--- config.mk ---
export PLATFORM = sky130hd
export DESIGN_NAME = ict_ram
export DESIGN_NICKNAME = d
export VERILOG_FILES = /design/src/rtl/ict_ram.sv
export SDC_FILE = /design/constraint.sdc
export NUM_CORES = 1
export LEC_CHECK = 0
export BUFFER_PORTS_ARGS = -buffer_cell sky130_fd_sc_hd__buf_2
export CORE_MARGIN = 10
export CORE_UTILIZATION = 50
export CTS_BUF_LIST = sky130_fd_sc_hd__clkbuf_2
export CTS_CLUSTER_SIZE = 25
export DETAILED_ROUTE_END_ITERATION = 16
export PLACE_DENSITY = 0.68
export SLEW_MARGIN = 5
export SYNTH_ARGS = -nofsm -noshare
export SYNTH_HDL_FRONTEND = slang
export SYNTH_SLANG_ARGS = --single-unit
--- constraint.sdc ---
create_clock -name clk -period 2.4 [get_ports clk]
set_input_delay 0.72 -clock clk [delete_from_list [all_inputs] [get_ports clk]]
set_output_delay 0.72 -clock clk [all_outputs]
set_load 0.005 [all_outputs]
--- src/rtl/ict_ram.sv ---
// generic single write port ram with registered read
// no dependencies
`timescale 1ns / 1ps
module ict_ram #(
	parameter int WIDTH = 8,
	parameter int DEPTH = 64,
	localparam int AW = (DEPTH > 1) ? $clog2(DEPTH) : 1
) (
	input  logic             clk,
	input  logic             we,
	input  logic [AW-1:0]    waddr,
	input  logic [WIDTH-1:0] wdata,
	input  logic [AW-1:0]    raddr,
	output logic [WIDTH-1:0] rdata
);
	logic [WIDTH-1:0] mem [DEPTH];

	always_ff @(posedge clk) begin
		if (we) begin
			mem[waddr] <= wdata;
		end
		rdata <= mem[raddr];
	end
endmodule

==> impl_metrics.ini <==
[worst_hold_path]
worstHoldPathType = in2reg

[global_routing]
overflow = 0
grt_antenna_before_repair = 6
grt_start_max_net_pins = 65
grt_pass1_wl_um = 69900
first_global_vias = 11000
grt.total_usage = 0.190

[floorplanning]
core_area_um2 = 39800
width_of_the_die_um = 221
num_io_pins = 30
floorplan.rows = 73
design.die.area_um2 = 48800
die_h_um = 221
floorplan.initialDensity = 0.506

[synthesis]
synth.avg_cell_area_um2 = 21.5
netlist-cell-type-count = 40
edff_count_synth = 512
syn_area_um2 = 20200
post_synth_inst_count = 940
synth-seq-area-share = 0.770
synth.ff_latch_count = 520
postSynth.asyncResetShare = 0
yosys_warnings = 0
postSynthNetCount = 962
dominantRegCellSynth = edfxtp_1

[route]
drt.antenna.violating_nets = 0
via_count = 10600
routedWlPerCell_um = 25.6
wl_um = 46600
detail_route.vias_per_cell = 5.83
drt_first_iter_violations = 1236
detail_route.first_pass.iterations = 6
drcViolationCount = 0

[cells_and_area]
finish.net_count = 1224
layout-drive-gt1-share = 0.404
stdcell_area_um2 = 23100
area_growth_syn_to_layout_pct = 14.6

[clock_network]
cts_buffers = 131
ctsLongestPathBuffers = 3
clock_insertion_delay_worst_skew_ps = 1050
cts_num_sinks = 520
root_buffer = clkbuf_2
clk_transition_reported_paths_ps = 100
cts_htree_levels = 4
cts_tree = done

[placement]
number_of_port_buffers = 29
dp_hpwl_um = 29300
placedInstanceArea_um2 = 21900
place_congestion = 0.854

[timing]
final_period_minus_worst_setup_slack_ps = 2280
worstMarginPinSlew_ps = 1230
max-slew-margin-rel = 0.183
clock.fmax_mhz = 438
setup-tns-final_ps = 0
setup_violations = 0
min_period_over_period = 0.952
timing_max_transition_violations_final = 0
final-hold-violation-count = 0
final.setup_skew_ps = 98.9
grt_setup_unrepaired = no

[power]
vdd.ir_drop.worst_v = 0.000411
power_per_cell_area_nw_per_um2 = 733
power_leakage_uw = 0.00776

[worst_setup_path]
critical_path_buf_inv_count = 1
timing.critical_path.max_delay_family = flip-flops
longest_individual_stage_delay_on_the_worst_path_ps = 420
critPathLaunchType = flop
critPathMaxFanout = 1
cp_data_arrival_time_ps = 1560
endpoint_kind = output pin
worstSetupPathType = reg2out
cp_cell_sequence = buf_2
worstPathRequired_ps = 1680
critical_path.slowest_cell = dfxtp_1

[job]
max_cap_violation_count = 0

[outcome]
result_of_the_run = complete, no violations
-- repair_timing --
item                       CTS  global route
hold buffers                 0             0
setup endpoints to repair    2             2
buffers inserted             0             0
gates resized for setup      2             2
-- layer usage --
layer  wire [um]  part of all wire  track usage  vias to the layer above
li1            -                 -            -                     4519
met1       18900              0.41        0.258                     5516
met2       22800              0.49        0.292                      520
met3        4300             0.092       0.0563                       49
met4         634             0.014       0.0601                        4
met5          26           0.00056            0                        -
-- through the flow --
stage	setup slack (ps)	hold slack [ps]	cells	total power (uW)	utilization
after floorplan	12.3	718	940	10800	-
after global placement	-456	854	1594	11300	0.551
after detailed placement	-474	884	1594	11300	0.551
after CTS	19.0	106	1812	17100	0.580
after global routing	12.3	122	1814	17700	0.580
final	116	238	1818	16900	0.580
-- layout by cell type (no fill, tap or decap), drive strengths merged, types with 3 or more instances in the layout --
| cell | count |
|---|---|
| a22oi | 3 |
| o221ai | 8 |
| nor2b | 14 |
| mux2 | 13 |
| mux2i | 23 |
| bufinv | 4 |
| o21ai | 4 |
| a221oi | 6 |
| o2111ai | 3 |
| diode | 6 |
| edfxtp | 512 |
| buf | 179 |
| a21oi | 3 |
| nand3 | 13 |
| nand2 | 19 |
| nand2b | 7 |
| o2bb2ai | 3 |
| clkbuf | 187 |
| a211oi | 4 |
| dfxtp | 8 |
| mux4 | 126 |
| nor3 | 7 |
| nor2 | 83 |
| nand3b | 3 |
| clkinv | 24 |
| o22ai | 8 |
-- cell type report --
| class | instances | area [um^2] |
|---|---|---|
| fillers | 3054 | 16700 |
| flip-flops and latches | 520 | 15500 |
| multi-input cells | 369 | 4320 |
| repair buffers | 180 | 1420 |
| clock buffers | 186 | 931 |
| well taps | 525 | 657 |
| clock inverters | 32 | 235 |
| diodes | 6 | 15.0 |
-- flip-flops by register name, indices dropped and copies added (netlist names) --
| signal | count |
|---|---|
| mem | 512 |
| rdata | 8 |
-- worst paths after layout --
kind	from	endpoint	slack, ps	cells after the start
max reg2reg	mem[29][4]	rdata[4]	350	6
min	wdata[0]	mem[62][0]	240	2
max	rdata[3]	rdata[3]	120	1
min reg2reg	mem[55][7]	rdata[7]	840	4
-- power by group --
group | internal, uW | total, uW | switching, uW
combinational | 435 | 1020 | 587
sequential | 10000 | 10100 | 31.0
clock | 2490 | 5850 | 3360
total | 13000 | 16900 | 3980
-- synthesized netlist by cell type (2+ instances only) --
cell type | instances | area (um^2)
o21ai_1 | 2 | 10.0
o22ai_1 | 8 | 50.1
mux2_2 | 13 | 146
a221oi_1 | 6 | 52.6
mux4_2 | 126 | 2840
a2111oi_0 | 2 | 17.5
a21oi_1 | 3 | 15.0
nand2_1 | 19 | 71.3
buf_4 | 13 | 97.6
o2111ai_1 | 3 | 26.3
a22oi_1 | 3 | 22.5
dfxtp_1 | 8 | 160
nor4_1 | 2 | 12.5
nor3_1 | 7 | 35.0
a211oi_1 | 4 | 30.0
nand4_1 | 2 | 12.5
nand2b_1 | 7 | 43.8
nor2_1 | 83 | 312
buf_12 | 2 | 40.0
o2bb2ai_1 | 3 | 26.3
buf_1 | 4 | 15.0
o221ai_1 | 8 | 70.1
nand3b_1 | 3 | 22.5
o32ai_1 | 2 | 17.5
buf_2 | 11 | 55.1
o21ai_0 | 2 | 10.0
o41ai_1 | 2 | 17.5
clkbuf_1 | 17 | 63.8
edfxtp_1 | 512 | 15400
mux2i_1 | 23 | 230
nand3_1 | 13 | 65.1
o21a_1 | 2 | 15.0
nor2b_1 | 14 | 87.6
o221a_2 | 2 | 22.5
buf_6 | 4 | 45.0
-- worst reg2reg max path, cell delays in order, from the launching register on --
cell	delay (ps)
edfxtp_1	370
mux4_2	480
mux2_2	280
o221a_2	270
nor3_1	210
buf_4	190
o32ai_1	100
-- cell families after synthesis --
group,count (synthesis),share of synthesized area
AO/OA/AOI/OAI,54,0.0207
buffers and inverters,51,0.0157
flip-flops,520,0.770
multiplexers,162,0.159
AND/OR/NAND/NOR,153,0.0339
Power figures use the tool's default switching activity.
